`src/rtl/core/mte_pkg.sv`:
```
// marker table engine: shared types, command codes and datapath operation codes
// used by the controller, the datapath and the top level; no dependencies
`default_nettype none

package mte_pkg;

   localparam int MAX_MARKERS_DEFAULT = 64;

   localparam int FUNC_W = 4;
   localparam int POS_W  = 32;
   localparam int IDX_W  = 10;
   localparam int DLT_W  = 16;
   localparam int LVL_W  = 17;
   localparam int CSR_IDX_W = 1;

   localparam int Q_FRAC = 16;
   localparam logic [LVL_W-1:0] Q_ONE = LVL_W'(1 << Q_FRAC);

   localparam int MOD_STEPS = LVL_W;

   localparam logic [FUNC_W-1:0] FN_ADD      = 4'd0;
   localparam logic [FUNC_W-1:0] FN_CLEAR    = 4'd1;
   localparam logic [FUNC_W-1:0] FN_REMOVE   = 4'd2;
   localparam logic [FUNC_W-1:0] FN_FIND     = 4'd3;
   localparam logic [FUNC_W-1:0] FN_BOUNDS   = 4'd4;
   localparam logic [FUNC_W-1:0] FN_SHIFT    = 4'd5;
   localparam logic [FUNC_W-1:0] FN_KEEP     = 4'd6;
   localparam logic [FUNC_W-1:0] FN_JOIN     = 4'd7;
   localparam logic [FUNC_W-1:0] FN_ORGANIZE = 4'd8;

   localparam logic [1:0] ST_OK       = 2'd0;
   localparam logic [1:0] ST_FULL     = 2'd1;
   localparam logic [1:0] ST_NOTFOUND = 2'd2;
   localparam logic [1:0] ST_IGNORED  = 2'd3;

   localparam logic [CSR_IDX_W-1:0] REG_REEL = 1'd0;
   localparam logic [CSR_IDX_W-1:0] REG_TOL  = 1'd1;

   localparam int OP_W = 5;
   localparam logic [OP_W-1:0] OP_NONE      = 5'd0;
   localparam logic [OP_W-1:0] OP_LOAD      = 5'd1;
   localparam logic [OP_W-1:0] OP_ADD       = 5'd2;
   localparam logic [OP_W-1:0] OP_CLEAR     = 5'd3;
   localparam logic [OP_W-1:0] OP_IGNORE    = 5'd4;
   localparam logic [OP_W-1:0] OP_RMV_INIT  = 5'd5;
   localparam logic [OP_W-1:0] OP_JOIN_INIT = 5'd6;
   localparam logic [OP_W-1:0] OP_RMV_PRE   = 5'd7;
   localparam logic [OP_W-1:0] OP_RMV_SHIFT = 5'd8;
   localparam logic [OP_W-1:0] OP_RMV_END   = 5'd9;
   localparam logic [OP_W-1:0] OP_FIND_PRE  = 5'd10;
   localparam logic [OP_W-1:0] OP_FIND_CMP  = 5'd11;
   localparam logic [OP_W-1:0] OP_BND_SEL   = 5'd12;
   localparam logic [OP_W-1:0] OP_BND_RD1   = 5'd13;
   localparam logic [OP_W-1:0] OP_BND_CALC  = 5'd14;
   localparam logic [OP_W-1:0] OP_KEEP_W0   = 5'd15;
   localparam logic [OP_W-1:0] OP_KEEP_W1   = 5'd16;
   localparam logic [OP_W-1:0] OP_MOD_INIT  = 5'd17;
   localparam logic [OP_W-1:0] OP_MOD_STEP  = 5'd18;
   localparam logic [OP_W-1:0] OP_MOD_END   = 5'd19;
   localparam logic [OP_W-1:0] OP_ORG_MUL   = 5'd20;
   localparam logic [OP_W-1:0] OP_ORG_END   = 5'd21;
   localparam logic [OP_W-1:0] OP_EMIT      = 5'd22;

   typedef struct packed {
      logic [FUNC_W-1:0] func;
      logic              empty;
      logic              lt2;
      logic              rmv_ok;
      logic              last;
      logic              last2;
      logic              match;
      logic              mod_last;
   } dp_stat_type;

endpackage

`default_nettype wire

```
`src/rtl/core/mte_ctrl.sv`:
```
// marker table engine: command sequencer and result handshake
// depends on mte_pkg
`default_nettype none

module mte_ctrl (
   input  wire                         clock,
   input  wire                         reset,
   input  wire                         req_valid,
   output logic                        req_stall,
   output logic                        rsp_valid,
   input  wire                         rsp_stall,
   input  wire mte_pkg::dp_stat_type   stat,
   output logic [mte_pkg::OP_W-1:0]    op
);
   import mte_pkg::*;

   localparam logic [3:0] S_IDLE  = 4'd0;
   localparam logic [3:0] S_DISP  = 4'd1;
   localparam logic [3:0] S_RCHK  = 4'd2;
   localparam logic [3:0] S_RSH   = 4'd3;
   localparam logic [3:0] S_REND  = 4'd4;
   localparam logic [3:0] S_FCMP  = 4'd5;
   localparam logic [3:0] S_BRD1  = 4'd6;
   localparam logic [3:0] S_BCALC = 4'd7;
   localparam logic [3:0] S_KW0   = 4'd8;
   localparam logic [3:0] S_KW1   = 4'd9;
   localparam logic [3:0] S_MOD   = 4'd10;
   localparam logic [3:0] S_MEND  = 4'd11;
   localparam logic [3:0] S_ORG   = 4'd12;
   localparam logic [3:0] S_DONE  = 4'd13;

   logic [3:0] state_ff, state_in;
   logic       valid_ff, valid_in;

   always_comb begin
      state_in = state_ff;
      op = OP_NONE;
      valid_in = valid_ff & rsp_stall;
      case (state_ff)
         S_IDLE: begin
            if (req_valid) begin
               op = OP_LOAD;
               state_in = S_DISP;
            end
         end
         S_DISP: begin
            state_in = S_DONE;
            case (stat.func)
               FN_ADD: op = OP_ADD;
               FN_CLEAR: op = OP_CLEAR;
               FN_REMOVE: begin
                  if (stat.rmv_ok) begin
                     op = OP_RMV_INIT;
                     state_in = S_RCHK;
                  end else begin
                     op = OP_IGNORE;
                  end
               end
               FN_JOIN: begin
                  if (!stat.lt2) begin
                     op = OP_JOIN_INIT;
                     state_in = S_RCHK;
                  end else begin
                     op = OP_IGNORE;
                  end
               end
               FN_FIND: begin
                  if (!stat.empty) begin
                     op = OP_FIND_PRE;
                     state_in = S_FCMP;
                  end else begin
                     op = OP_IGNORE;
                  end
               end
               FN_BOUNDS: begin
                  op = OP_BND_SEL;
                  state_in = S_BRD1;
               end
               FN_KEEP: begin
                  if (!stat.empty) begin
                     op = OP_BND_SEL;
                     state_in = S_BRD1;
                  end else begin
                     op = OP_IGNORE;
                  end
               end
               FN_SHIFT: begin
                  if (!stat.empty) begin
                     op = OP_MOD_INIT;
                     state_in = S_MOD;
                  end else begin
                     op = OP_IGNORE;
                  end
               end
               FN_ORGANIZE: begin
                  if (!stat.empty) begin
                     op = OP_ORG_MUL;
                     state_in = S_ORG;
                  end else begin
                     op = OP_IGNORE;
                  end
               end
               default: op = OP_IGNORE;
            endcase
         end
         S_RCHK: begin
            if (stat.last) begin
               op = OP_RMV_END;
               state_in = S_DONE;
            end else begin
               op = OP_RMV_PRE;
               state_in = S_RSH;
            end
         end
         S_RSH: begin
            op = OP_RMV_SHIFT;
            if (stat.last2) begin
               state_in = S_REND;
            end
         end
         S_REND: begin
            op = OP_RMV_END;
            state_in = S_DONE;
         end
         S_FCMP: begin
            op = OP_FIND_CMP;
            if (stat.match || stat.last) begin
               state_in = S_DONE;
            end
         end
         S_BRD1: begin
            op = OP_BND_RD1;
            state_in = S_BCALC;
         end
         S_BCALC: begin
            op = OP_BND_CALC;
            state_in = (stat.func == FN_KEEP) ? S_KW0 : S_DONE;
         end
         S_KW0: begin
            op = OP_KEEP_W0;
            state_in = S_KW1;
         end
         S_KW1: begin
            op = OP_KEEP_W1;
            state_in = S_DONE;
         end
         S_MOD: begin
            op = OP_MOD_STEP;
            if (stat.mod_last) begin
               state_in = S_MEND;
            end
         end
         S_MEND: begin
            op = OP_MOD_END;
            state_in = S_DONE;
         end
         S_ORG: begin
            op = OP_ORG_END;
            state_in = S_DONE;
         end
         S_DONE: begin
            if (!valid_ff || !rsp_stall) begin
               op = OP_EMIT;
               valid_in = 1'b1;
               state_in = S_IDLE;
            end
         end
         default: state_in = S_IDLE;
      endcase
   end

   always_ff @(posedge clock) begin
      if (reset) begin
         state_ff <= S_IDLE;
         valid_ff <= 1'b0;
      end else begin
         state_ff <= state_in;
         valid_ff <= valid_in;
      end
   end

   assign req_stall = (state_ff != S_IDLE);
   assign rsp_valid = valid_ff;

endmodule

`default_nettype wire

```
`src/rtl/core/mte_datapath.sv`:
```
// marker table engine: marker memory, count, current index, arithmetic and result register
// depends on mte_pkg; driven by mte_ctrl through operation codes
`default_nettype none

module mte_datapath #(
   parameter int MAX_MARKERS = mte_pkg::MAX_MARKERS_DEFAULT
) (
   input  wire                            clock,
   input  wire                            reset,
   input  wire [mte_pkg::OP_W-1:0]        op,
   output mte_pkg::dp_stat_type           stat,
   input  wire [mte_pkg::FUNC_W-1:0]      req_func,
   input  wire [mte_pkg::POS_W-1:0]       req_position,
   input  wire signed [mte_pkg::IDX_W-1:0] req_index,
   input  wire signed [mte_pkg::DLT_W-1:0] req_delta,
   input  wire [mte_pkg::LVL_W-1:0]       req_level,
   input  wire                            csr_write,
   input  wire [mte_pkg::CSR_IDX_W-1:0]   csr_index,
   input  wire [31:0]                     csr_data,
   output logic [1:0]                     rsp_status,
   output logic [5:0]                     rsp_found_index,
   output logic [31:0]                    rsp_bound_start,
   output logic [31:0]                    rsp_bound_end,
   output logic [6:0]                     rsp_marker_count,
   output logic [5:0]                     rsp_current_index
);
   import mte_pkg::*;

   localparam int CW = $clog2(MAX_MARKERS + 1);
   localparam int IW = $clog2(MAX_MARKERS);
   localparam int PW = LVL_W + CW;
   localparam logic [CW-1:0] CNT_MAX = CW'(MAX_MARKERS);

   logic [POS_W-1:0] mem [MAX_MARKERS];
   logic [POS_W-1:0] rdata_ff;
   logic             we;
   logic [IW-1:0]    waddr, raddr;
   logic [POS_W-1:0] wdata;

   logic [CW-1:0]     cnt_ff, cnt_in;
   logic [IW-1:0]     cur_ff, cur_in;
   logic [IW-1:0]     k_ff, k_in;
   logic [IW-1:0]     right_ff, right_in;
   logic [FUNC_W-1:0] func_ff, func_in;
   logic [POS_W-1:0]  pos_ff, pos_in;
   logic [IDX_W-1:0]  idx_ff, idx_in;
   logic [DLT_W-1:0]  dlt_ff, dlt_in;
   logic [LVL_W-1:0]  lvl_ff, lvl_in;
   logic [31:0]       reel_ff, reel_in, tol_ff, tol_in;
   logic [1:0]        wst_ff, wst_in;
   logic [IW-1:0]     wfi_ff, wfi_in;
   logic [31:0]       first_ff, first_in;
   logic [31:0]       seg_s_ff, seg_s_in, seg_e_ff, seg_e_in;
   logic              neg_ff, neg_in;
   logic [LVL_W-1:0]  mag_ff, mag_in;
   logic [CW-1:0]     rem_ff, rem_in;
   logic [4:0]        mcnt_ff, mcnt_in;
   logic [PW-1:0]     prod_ff, prod_in;

   logic [CW:0]       kx, cntx, curx;
   logic [CW-1:0]     cnt_m1;
   logic [31:0]       gap, s0, e0;
   logic [IW-1:0]     sel;
   logic [17:0]       tsum;
   logic [CW:0]       rem2;
   logic [LVL_W-1:0]  lvlc;
   logic [CW:0]       quo;
   logic [CW-1:0]     cnt_n;
   logic [IW-1:0]     cur_c;

   assign kx = (CW+1)'(k_ff);
   assign cntx = (CW+1)'(cnt_ff);
   assign curx = (CW+1)'(cur_ff);
   assign cnt_m1 = cnt_ff - CW'(1);
   assign gap = (pos_ff > rdata_ff) ? pos_ff - rdata_ff : rdata_ff - pos_ff;

   assign stat.func = func_ff;
   assign stat.empty = (cnt_ff == '0);
   assign stat.lt2 = (cntx < (CW+1)'(2));
   assign stat.rmv_ok = !idx_ff[IDX_W-1] && (32'(idx_ff[IDX_W-2:0]) < 32'(cnt_ff));
   assign stat.last = (kx + (CW+1)'(1)) >= cntx;
   assign stat.last2 = (kx + (CW+1)'(2)) >= cntx;
   assign stat.match = (gap <= tol_ff);
   assign stat.mod_last = (mcnt_ff == 5'd1);

   always_comb begin
      if (func_ff == FN_KEEP) begin
         sel = cur_ff;
      end else if (idx_ff[IDX_W-1]) begin
         sel = '0;
      end else if (32'(idx_ff[IDX_W-2:0]) >= 32'(cnt_ff)) begin
         sel = IW'(cnt_m1);
      end else begin
         sel = IW'(idx_ff[IDX_W-2:0]);
      end
   end

   always_comb begin
      cnt_in = cnt_ff;
      cur_in = cur_ff;
      k_in = k_ff;
      right_in = right_ff;
      func_in = func_ff;
      pos_in = pos_ff;
      idx_in = idx_ff;
      dlt_in = dlt_ff;
      lvl_in = lvl_ff;
      reel_in = reel_ff;
      tol_in = tol_ff;
      wst_in = wst_ff;
      wfi_in = wfi_ff;
      first_in = first_ff;
      seg_s_in = seg_s_ff;
      seg_e_in = seg_e_ff;
      neg_in = neg_ff;
      mag_in = mag_ff;
      rem_in = rem_ff;
      mcnt_in = mcnt_ff;
      prod_in = prod_ff;
      we = 1'b0;
      waddr = k_ff;
      wdata = rdata_ff;
      raddr = IW'(kx + (CW+1)'(1));
      s0 = '0;
      e0 = '0;
      tsum = '0;
      rem2 = '0;
      lvlc = '0;
      quo = '0;
      cnt_n = '0;
      cur_c = '0;

      if (csr_write) begin
         case (csr_index)
            REG_REEL: reel_in = csr_data;
            REG_TOL: tol_in = csr_data;
            default: ;
         endcase
      end

      case (op)
         OP_LOAD: begin
            func_in = req_func;
            pos_in = req_position;
            idx_in = req_index;
            dlt_in = req_delta;
            lvl_in = req_level;
            wst_in = ST_OK;
            wfi_in = '0;
         end
         OP_ADD: begin
            if (cnt_ff == CNT_MAX) begin
               wst_in = ST_FULL;
            end else begin
               we = 1'b1;
               waddr = IW'(cnt_ff);
               wdata = pos_ff;
               cnt_in = cnt_ff + CW'(1);
            end
         end
         OP_CLEAR: begin
            cnt_in = '0;
            cur_in = '0;
         end
         OP_IGNORE: wst_in = ST_IGNORED;
         OP_RMV_INIT: k_in = IW'(idx_ff[IDX_W-2:0]);
         OP_JOIN_INIT: begin
            right_in = ((curx + (CW+1)'(1)) == cntx) ? '0 : IW'(curx + (CW+1)'(1));
            k_in = right_in;
         end
         OP_RMV_PRE: raddr = IW'(kx + (CW+1)'(1));
         OP_RMV_SHIFT: begin
            we = 1'b1;
            raddr = IW'(kx + (CW+1)'(2));
            k_in = IW'(kx + (CW+1)'(1));
         end
         OP_RMV_END: begin
            cnt_n = cnt_m1;
            if (cnt_n == '0) begin
               cur_c = '0;
            end else if (curx >= (CW+1)'(cnt_n)) begin
               cur_c = IW'(cnt_n - CW'(1));
            end else begin
               cur_c = cur_ff;
            end
            if (func_ff == FN_JOIN && right_ff <= cur_c && cur_c != '0) begin
               cur_c = cur_c - IW'(1);
            end
            cnt_in = cnt_n;
            cur_in = cur_c;
         end
         OP_FIND_PRE: begin
            k_in = '0;
            raddr = '0;
         end
         OP_FIND_CMP: begin
            if (stat.match) begin
               wfi_in = k_ff;
            end else if (stat.last) begin
               wst_in = ST_NOTFOUND;
            end else begin
               k_in = IW'(kx + (CW+1)'(1));
            end
         end
         OP_BND_SEL: begin
            k_in = sel;
            raddr = sel;
         end
         OP_BND_RD1: first_in = rdata_ff;
         OP_BND_CALC: begin
            s0 = (first_ff >= reel_ff) ? '0 : first_ff;
            if (stat.last) begin
               e0 = reel_ff;
            end else begin
               e0 = (rdata_ff > reel_ff) ? reel_ff : rdata_ff;
            end
            if (cnt_ff == '0 || reel_ff == '0 || s0 >= e0) begin
               seg_s_in = '0;
               seg_e_in = reel_ff;
            end else begin
               seg_s_in = s0;
               seg_e_in = e0;
            end
         end
         OP_KEEP_W0: begin
            we = 1'b1;
            waddr = '0;
            wdata = '0;
         end
         OP_KEEP_W1: begin
            if ((curx + (CW+1)'(1)) < cntx) begin
               we = 1'b1;
               waddr = IW'(1);
               wdata = seg_e_ff - seg_s_ff;
               cnt_in = CW'(2);
            end else begin
               cnt_in = CW'(1);
            end
            cur_in = '0;
         end
         OP_MOD_INIT: begin
            tsum = {{2{dlt_ff[DLT_W-1]}}, dlt_ff} + 18'(cur_ff);
            neg_in = tsum[17];
            mag_in = tsum[17] ? LVL_W'(~tsum + 18'd1) : tsum[LVL_W-1:0];
            rem_in = '0;
            mcnt_in = 5'(MOD_STEPS);
         end
         OP_MOD_STEP: begin
            rem2 = {rem_ff, mag_ff[LVL_W-1]};
            if (rem2 >= cntx) begin
               rem_in = CW'(rem2 - cntx);
            end else begin
               rem_in = CW'(rem2);
            end
            mag_in = {mag_ff[LVL_W-2:0], 1'b0};
            mcnt_in = mcnt_ff - 5'd1;
         end
         OP_MOD_END: begin
            if (neg_ff && rem_ff != '0) begin
               cur_in = IW'(cnt_ff - rem_ff);
            end else begin
               cur_in = IW'(rem_ff);
            end
         end
         OP_ORG_MUL: begin
            lvlc = (lvl_ff > Q_ONE) ? Q_ONE : lvl_ff;
            prod_in = PW'(lvlc) * PW'(cnt_m1);
         end
         OP_ORG_END: begin
            quo = prod_ff[PW-1:Q_FRAC];
            cur_in = (quo >= cntx) ? IW'(cnt_m1) : IW'(quo);
         end
         default: ;
      endcase
   end

   always_ff @(posedge clock) begin
      if (we) begin
         mem[waddr] <= wdata;
      end
      rdata_ff <= mem[raddr];
   end

   always_ff @(posedge clock) begin
      if (reset) begin
         cnt_ff <= '0;
         cur_ff <= '0;
         reel_ff <= '0;
         tol_ff <= '0;
      end else begin
         cnt_ff <= cnt_in;
         cur_ff <= cur_in;
         reel_ff <= reel_in;
         tol_ff <= tol_in;
      end
   end

   always_ff @(posedge clock) begin
      k_ff <= k_in;
      right_ff <= right_in;
      func_ff <= func_in;
      pos_ff <= pos_in;
      idx_ff <= idx_in;
      dlt_ff <= dlt_in;
      lvl_ff <= lvl_in;
      wst_ff <= wst_in;
      wfi_ff <= wfi_in;
      first_ff <= first_in;
      seg_s_ff <= seg_s_in;
      seg_e_ff <= seg_e_in;
      neg_ff <= neg_in;
      mag_ff <= mag_in;
      rem_ff <= rem_in;
      mcnt_ff <= mcnt_in;
      prod_ff <= prod_in;
      if (op == OP_EMIT) begin
         rsp_status <= wst_ff;
         rsp_found_index <= 6'(wfi_ff);
         rsp_bound_start <= (func_ff == FN_BOUNDS) ? seg_s_ff : '0;
         rsp_bound_end <= (func_ff == FN_BOUNDS) ? seg_e_ff : '0;
         rsp_marker_count <= 7'(cnt_ff);
         rsp_current_index <= 6'(cur_ff);
      end
   end

endmodule

`default_nettype wire

```
`src/rtl/core/marker_table_engine.sv`:
```
// marker table engine top level: joins the sequencer and the datapath
// depends on mte_pkg, mte_ctrl, mte_datapath
//
// usage: one command item enters on the req_ channel (valid/stall) and gives
// exactly one result item on the rsp_ channel. req_stall is high while a
// command is in progress; the block works on one item at a time.
// csr_write with csr_index writes reel length (0) or match tolerance (1);
// the user must write these only while no command is in progress, since the
// block itself does not enforce it.
// remove and join right shift each later marker down one place in the marker
// memory; find inspects the markers in order until one matches or the last
// is reached; shift uses a 17-step remainder unit and organize one multiply
// stage.
// the result sits in an output register: the next command is taken while it
// waits, and the sequencer holds its next result until rsp_stall drops.
// reset clears the count, the current index, both registers and rsp_valid.
`default_nettype none

module marker_table_engine #(
   parameter int MAX_MARKERS = mte_pkg::MAX_MARKERS_DEFAULT
) (
   input  wire                            clock,
   input  wire                            reset,
   input  wire                            req_valid,
   output logic                           req_stall,
   input  wire [mte_pkg::FUNC_W-1:0]      req_func,
   input  wire [mte_pkg::POS_W-1:0]       req_position,
   input  wire signed [mte_pkg::IDX_W-1:0] req_index,
   input  wire signed [mte_pkg::DLT_W-1:0] req_delta,
   input  wire [mte_pkg::LVL_W-1:0]       req_level,
   output logic                           rsp_valid,
   input  wire                            rsp_stall,
   output logic [1:0]                     rsp_status,
   output logic [5:0]                     rsp_found_index,
   output logic [31:0]                    rsp_bound_start,
   output logic [31:0]                    rsp_bound_end,
   output logic [6:0]                     rsp_marker_count,
   output logic [5:0]                     rsp_current_index,
   input  wire                            csr_write,
   input  wire [mte_pkg::CSR_IDX_W-1:0]   csr_index,
   input  wire [31:0]                     csr_data
);
   import mte_pkg::*;

   dp_stat_type     stat;
   logic [OP_W-1:0] op;

   mte_ctrl u_ctrl (
      .clock     (clock),
      .reset     (reset),
      .req_valid (req_valid),
      .req_stall (req_stall),
      .rsp_valid (rsp_valid),
      .rsp_stall (rsp_stall),
      .stat      (stat),
      .op        (op)
   );

   mte_datapath #(
      .MAX_MARKERS (MAX_MARKERS)
   ) u_datapath (
      .clock             (clock),
      .reset             (reset),
      .op                (op),
      .stat              (stat),
      .req_func          (req_func),
      .req_position      (req_position),
      .req_index         (req_index),
      .req_delta         (req_delta),
      .req_level         (req_level),
      .csr_write         (csr_write),
      .csr_index         (csr_index),
      .csr_data          (csr_data),
      .rsp_status        (rsp_status),
      .rsp_found_index   (rsp_found_index),
      .rsp_bound_start   (rsp_bound_start),
      .rsp_bound_end     (rsp_bound_end),
      .rsp_marker_count  (rsp_marker_count),
      .rsp_current_index (rsp_current_index)
   );

endmodule

`default_nettype wire
```
`config.mk`:
```
export PLATFORM = sky130hd
export DESIGN_NAME = marker_table_engine
export DESIGN_NICKNAME = d
export VERILOG_FILES = /design/src/rtl/core/mte_pkg.sv /design/src/rtl/core/mte_ctrl.sv /design/src/rtl/core/mte_datapath.sv /design/src/rtl/core/marker_table_engine.sv
export SDC_FILE = /design/constraint.sdc
export NUM_CORES = 2
export LEC_CHECK = 0
export BUFFER_PORTS_ARGS = -buffer_cell sky130_fd_sc_hd__clkbuf_2
export CAP_MARGIN = 20
export CORE_ASPECT_RATIO = 1.4
export CORE_UTILIZATION = 51
export CTS_CLUSTER_DIAMETER = 120
export CTS_CLUSTER_SIZE = 24
export DETAILED_ROUTE_END_ITERATION = 12
export PLACE_DENSITY = 0.69
export SLEW_MARGIN = 20
export SYNTH_ARGS = -nofsm -noshare
export SYNTH_HDL_FRONTEND = slang
export SYNTH_SLANG_ARGS = --single-unit
```
`constraint.sdc`:
```
create_clock -name clock -period 8.6 [get_ports clock]
set_input_delay 0.86 -clock clock [delete_from_list [all_inputs] [get_ports clock]]
set_output_delay 0.86 -clock clock [all_outputs]
set_load 0.05 [all_outputs]
```
# Word level (Yosys, flattened, before mapping)

Memories as Yosys holds them, arrays and structs flattened. A register that Yosys moved wholly into a read port is not among the register bits.
Cells that the tools add are included.

Register bits after elaboration: 416
RAM bits: 2048
Input port bits: 117
Output and inout bits: 87
Word-level logic and storage cells: 231
Memories kept: 1

Memories:

| memory         | words | bits a word | read ports | clocked after Yosys merged registers in | write ports | line               | source |
|---|---|---|---|---|---|---|---|
| u_datapath.mem | 64    | 32          | 1          | 1                                       | 1           | mte_datapath.sv:34 | `logic [POS_W-1:0] mem [MAX_MARKERS];` |

Add/subtract/negate cells: 15
Multiply operators: 1
Order comparisons: 16
Equal/unequal tests: 56
Multiplexer cells: 75
Bitwise operators: 3
Reductions and logical operators: 35

Operators by type and width:

| operator                                            | number |
|---|---|
| two-way mux 32 bit                                  | 8 |
| one-hot mux 32 bit (3 select lines)                 | 1 |
| subtractor 32 bit                                   | 3 |
| two-way mux 6 bit                                   | 15 |
| one-hot mux 5 bit (14 select lines)                 | 1 |
| greater-or-equal comparator 32 bit                  | 2 |
| > comparator 32 bit                                 | 2 |
| two-way mux 4 bit                                   | 13 |
| one-hot mux 5 bit (9 select lines)                  | 1 |
| one-hot mux 4 bit (11 select lines)                 | 1 |
| equality test 5 x 4 -> 1 bit, second input constant | 8 |
| one-hot mux 6 bit (3 select lines)                  | 2 |
| one-hot mux 6 bit (6 select lines)                  | 1 |
| equality test 5 bit, second input constant          | 7 |
| two-way mux 17 bit                                  | 2 |
| one-hot mux 17 bit (2 select lines)                 | 1 |
| equality test 4 x 3 -> 1 bit, second input constant | 8 |
| <= comparator 32 bit                                | 1 |
| zero test 32 bit                                    | 1 |
| equality test 4 bit, second input constant          | 7 |
| one-hot mux 4 bit (7 select lines)                  | 1 |
| one-hot mux 7 bit (4 select lines)                  | 1 |
| multiplier 17 x 7 -> 24 bit                         | 1 |
| one-hot mux 6 bit (4 select lines)                  | 1 |
| 56 further kinds                                    | 112 |

# Logic depth before layout (Yosys ltp)

Depth in word-level cells: 12
Gate-level depth with buffers: 32
Depth with buffers taken out: 31

# Hierarchy

From an unflattened synthesis, not the netlist that was laid out.

Cells, all modules: 8721
Area, all modules: 112862.0 µm²

By module, submodules not included:

| module       | times used | cells each | area an instance (µm²) | seq. area each (µm²) |
|---|---|---|---|---|
| mte_datapath | 1          | 8593       | 112029.9               | 73230.2 |
| mte_ctrl     | 1          | 128        | 832.0                  | 100.1 |

# Least setup slack after synthesis

Ideal clock, no wire load.

Kind: register to register
Start: register u_datapath.cnt_ff[0]
End: memory u_datapath.mem[0][23], data pin
Setup time: 0.906 ns
Data arrival time: 6.930 ns
Required time: 7.694 ns
Setup slack: 0.764 ns
Cell stages (with the launch flop): 15
Buffers on the path: 4
Clock period less this slack: 7.836 ns
Cell sequence: dfxtp_1 > clkbuf_1 > inv_1 > ha_1 > nor2b_1 > clkbuf_1 > a221o_1 > a21oi_1 > o221ai_1 > or3b_1 > buf_2 > nor2_1 > nand2_1 > clkbuf_1 > o41ai_1

Cells in the longest elaborated chain, start to end: 7
Elaborated cells between the ends (all ways): 22
Those cells by class: order compare: 4; eq/ne: 4; mux: 12; reduce/logical: 2

RTL lines:

| element                                           | line                | source |
|---|---|---|
| start, declared                                   | mte_datapath.sv:40  | `logic [CW-1:0] cnt_ff, cnt_in;` |
| start signal, assigned                            | mte_datapath.sv:291 | `cnt_ff <= cnt_in;` |
| < comparator 9 x 7 -> 1 bit                       | mte_datapath.sv:80  | `assign stat.rmv_ok = !idx_ff[IDX_W-1] && (32'(idx_ff[IDX_W-2:0]) < 32'(cnt_ff));` |
| logical AND 1 bit                                 | mte_datapath.sv:80  |  |
| two-way mux 1 bit                                 | mte_ctrl.sv:52      | `if (stat.rmv_ok) begin` |
| one-hot mux 5 bit (9 select lines)                | mte_ctrl.sv:48      | `case (stat.func)` |
| one-hot mux 5 bit (14 select lines)               | mte_ctrl.sv:39      | `case (state_ff)` |
| equality test 5 bit, or another cell as far along | mte_datapath.sv:141 | `case (op)` |
| one-hot mux 32 bit (3 select lines) (*)           | mte_datapath.sv:141 |  |
| via u_datapath.wdata[23]                          | mte_datapath.sv:38  | `logic [POS_W-1:0] wdata;` |
| end, declared                                     | mte_datapath.sv:34  |  |

Mark *: on every way through the listed nets, which the timed path passes. The rest lies on a longest branch.

# Worst setup path after layout

Start: register u_datapath.k_ff[1]
End: memory u_datapath.mem[34][1], data pin

Cells in the longest elaborated chain, start to end: 6
Elaborated cells between the ends (all ways): 8
Those cells by class: add/sub: 1; order compare: 1; eq/ne: 3; mux: 3

RTL lines:

| element                                           | line                | source |
|---|---|---|
| start, declared                                   | mte_datapath.sv:42  | `logic [IW-1:0] k_ff, k_in;` |
| start signal, assigned                            | mte_datapath.sv:299 | `k_ff <= k_in;` |
| adder 6 x 1 -> 7 bit (*)                          | mte_datapath.sv:81  | `assign stat.last = (kx + (CW+1)'(1)) >= cntx;` |
| greater-or-equal comparator 7 bit (*)             | mte_datapath.sv:81  |  |
| two-way mux 4 bit (*)                             | mte_ctrl.sv:107     | `if (stat.last) begin` |
| one-hot mux 5 bit (14 select lines) (*)           | mte_ctrl.sv:39      |  |
| equality test 5 bit, or another cell as far along | mte_datapath.sv:141 |  |
| one-hot mux 32 bit (3 select lines) (*)           | mte_datapath.sv:141 |  |
| via u_datapath.wdata[1]                           | mte_datapath.sv:38  |  |

Marked as above.

==> results.sh <==
export IMPL_post_synth_cell_area_avg_um2=11.8
export IMPL_grt_busiest_layer="met2"
export IMPL_critPathMaxStageDelay_ns=1.13
export IMPL_drt_wl_total_um=352000
export IMPL_worstPathRequired_ns=8.77
export IMPL_nets=10100
export IMPL_crit_path_top_delay_cell="clkinv_2"
export IMPL_worstMarginPinSlew_ns=1.13
export IMPL_drtIter0Drc=10300
export IMPL_fp_dieH_um=558
export IMPL_grt_overflow_total=0
export IMPL_yosys_most_used_dff="edfxtp_1"
export IMPL_synth_yosys_seq_area_share_pct=65.1
export IMPL_slew_viol_final=0
export IMPL_critPathMaxFanout=64
export IMPL_arrival_ns=7.78
export IMPL_grt_pass1_wl_um=507000
export IMPL_via_per_inst=6.30
export IMPL_cp_start_kind="flop"
export IMPL_grt_max_degree=149
export IMPL_drv_cap=0
export IMPL_period_share_pct=88.4
export IMPL_ant_nets=0
export IMPL_antenna_found_initial=18
export IMPL_h_tree_depth=3
export IMPL_syn_inst=9504
export IMPL_post_dp_hpwl_um=229000
export IMPL_die_width_um=399
export IMPL_path_clk_slew_ns=0.11
export IMPL_num_io_pins=204
export IMPL_cts_buffers=114
export IMPL_cp_top_family="compound AO/OA/AOI/OAI gates"
export IMPL_ys_types=95
export IMPL_hold_viol_final=0
export IMPL_yosysWarnings=0
export IMPL_synth_edff_count=2366
export IMPL_grt_met1_usage_pct=38.9
export IMPL_cts_tree="built"
export IMPL_crit_path_end_kind="flop"
export IMPL_drc=0
export IMPL_synth_nets=10000
export IMPL_max_freq_mhz=132
export IMPL_dr_pass1_iters=6
export IMPL_synth_ff_latch_count=2480
export IMPL_rsz0062_at_grt="false"
export IMPL_cts_setup_buffers=0
export IMPL_period_minus_slack_ns=7.60
export IMPL_ctsHoldBuffers=0
export IMPL_stdcell_count=12500
export IMPL_cts_sinks=2480
export IMPL_fin_tns_setup_ns=0
export IMPL_fin_hold_ws_ns=0.228
export IMPL_syn_to_final_growth_pct=7.77
export IMPL_skew_ns=0.0759
export IMPL_path_class="flop to flop"
export IMPL_slew_headroom_pct=24.4
export IMPL_regMostFlops="u_datapath.mem"
export IMPL_insertion_delay_ns=0.83
export IMPL_use_met3_pct=4.06
export IMPL_clockBufferDepth=3
export IMPL_grtUsageMet2_pct=51.6
export IMPL_setup_viol=0
export IMPL_status="finished, final reports clean"
export IMPL_cts_root_buffer="clkbuf_16"
export IMPL_num_vias=78700
export IMPL_hp_class="primary input to flop"
export IMPL_async_reset_ff_share_pct=0
export IMPL_cts_resized=0
export IMPL_largest_reg_flops=2048
export IMPL_rows=203
export IMPL_drive_gt1_share_pct=8.17
export IMPL_track_usage_pct=31.1
export IMPL_numPortBuffers=203
export IMPL_crit_chain="ha_1, nand3_1, xnor2_1, ha_1, a21o_1, a211oi_1, o21ai_0, a21boi_0, nor2_1, nor3_4, a211oi_1, or3_2, buf_4, a222oi_1, clkinv_2"
export IMPL_grt_pass1_vias=75400
export IMPL_gp_congestion=0.970
export IMPL_nFillCells=17900
export IMPL_start_util_pct=51.4
export IMPL_place_inst=12300
export IMPL_cp_num_buf_inv=2
export IMPL_netlist_area_um2=113000
export IMPL_routedWlPerCell_um=28.2
export IMPL_die_area_um2=223000
export IMPL_fp_coreArea_um2=219000
worst register-to-register path, cell delays in order (launching register included):
cell	delay, ns
edfxtp_1	0.56
ha_1	0.27
nand3_1	0.15
xnor2_1	0.46
ha_1	0.34
a21o_1	0.17
a211oi_1	0.21
o21ai_0	0.21
a21boi_0	0.62
nor2_1	0.27
nor3_4	0.41
a211oi_1	0.09
or3_2	0.67
buf_4	0.36
a222oi_1	0.98
clkinv_2	1.14
cell families (layout without fill, tap and decap cells):
family	Yosys count	after routing	share of synthesized area, %
fa+ha+maj	420	420	5.19
flops	2480	2480	65.1
buf+inv	856	966	3.30
mux	150	150	1.34
compound gates	1391	1391	7.89
simple gates	4079	4079	16.1
xor+xnor	128	128	0.996
other cells	0	14	0
cell usage after synthesis, drive strengths merged, types with 39 or more instances:
library cell | n | area [µm²]
and3 | 177 | 1110
o22ai | 50 | 325
buf | 338 | 1770
nand4 | 70 | 438
nand2 | 2141 | 8050
clkbuf | 202 | 758
nor3 | 42 | 221
dfxtp | 114 | 2280
a21o | 111 | 833
nor2b | 39 | 244
mux2i | 142 | 1420
a31oi | 108 | 676
fa | 79 | 1580
xnor2 | 84 | 736
o21ai | 208 | 1040
a21oi | 491 | 2460
a311oi | 52 | 455
edfxtp | 2366 | 71000
and2 | 124 | 776
nand2b | 48 | 305
nor4 | 74 | 484
a211oi | 72 | 551
inv | 314 | 1180
nand3 | 983 | 4920
ha | 341 | 4270
xor2 | 44 | 385
nor2 | 322 | 1210
metal layers:
layer	wire length, µm	up-vias
met1	129000	39100
met5	40	-
met4	24300	6
li1	-	34500
met2	169000	4287
met3	30100	881
final timing paths:
kind	from	end	slack, ns	depth (start not counted)
worst min-delay path	req_delta[13]	u_datapath.dlt_ff[13]	0.23	1
worst max-delay path	u_datapath.k_ff[1]	u_datapath.mem[34][1]	1.0	15
worst min register to register	u_datapath.wfi_ff[0]	u_datapath.rsp_found_index[0]	0.43	0
worst max register to register	u_datapath.k_ff[1]	u_datapath.mem[34][1]	1.0	15
cell usage in the layout (no fill, tap or decap), types with 79 or more instances in the layout:
cell type  netlist  routed
a21o_1         111     110
a21oi_1        490     487
a31oi_1        108     107
and2_1         124     120
and3_1         177     174
buf_4           36     234
clkbuf_16        0     120
clkbuf_2         0     202
dfxtp_1        114     114
edfxtp_1      2366    2366
fa_1            79      79
ha_1           341     341
inv_1          314     310
mux2i_1        142     142
nand2_1       2137    2132
nand3_1        983     983
nor2_1         322     253
o21ai_0        188     170
xnor2_1         84      84
layout make-up:
class	instances	area, µm²	share of cell area, %
flip-flops and latches	2480	73300	60.4
multi-input cells	6168	36500	30.1
clock inverters	5	52.6	0.0433
diodes	14	35.0	0.0289
well taps	2870	3590	2.96
inverters	316	1190	0.981
repair buffers	468	3380	2.78
clock buffers	177	3220	2.65
through the flow:
step	utilization (%)	area, µm²	worst slack, ns
global placement	53.9	118000	1.14
floorplan	-	113000	0.764
detailed placement	53.9	118000	1.20
CTS	55.4	121000	1.15
finish	55.4	121000	0.999
global route	55.4	121000	0.716
Power is not shown: default switching activity piles up to over one toggle a cycle in this logic, so the estimate is an artifact.
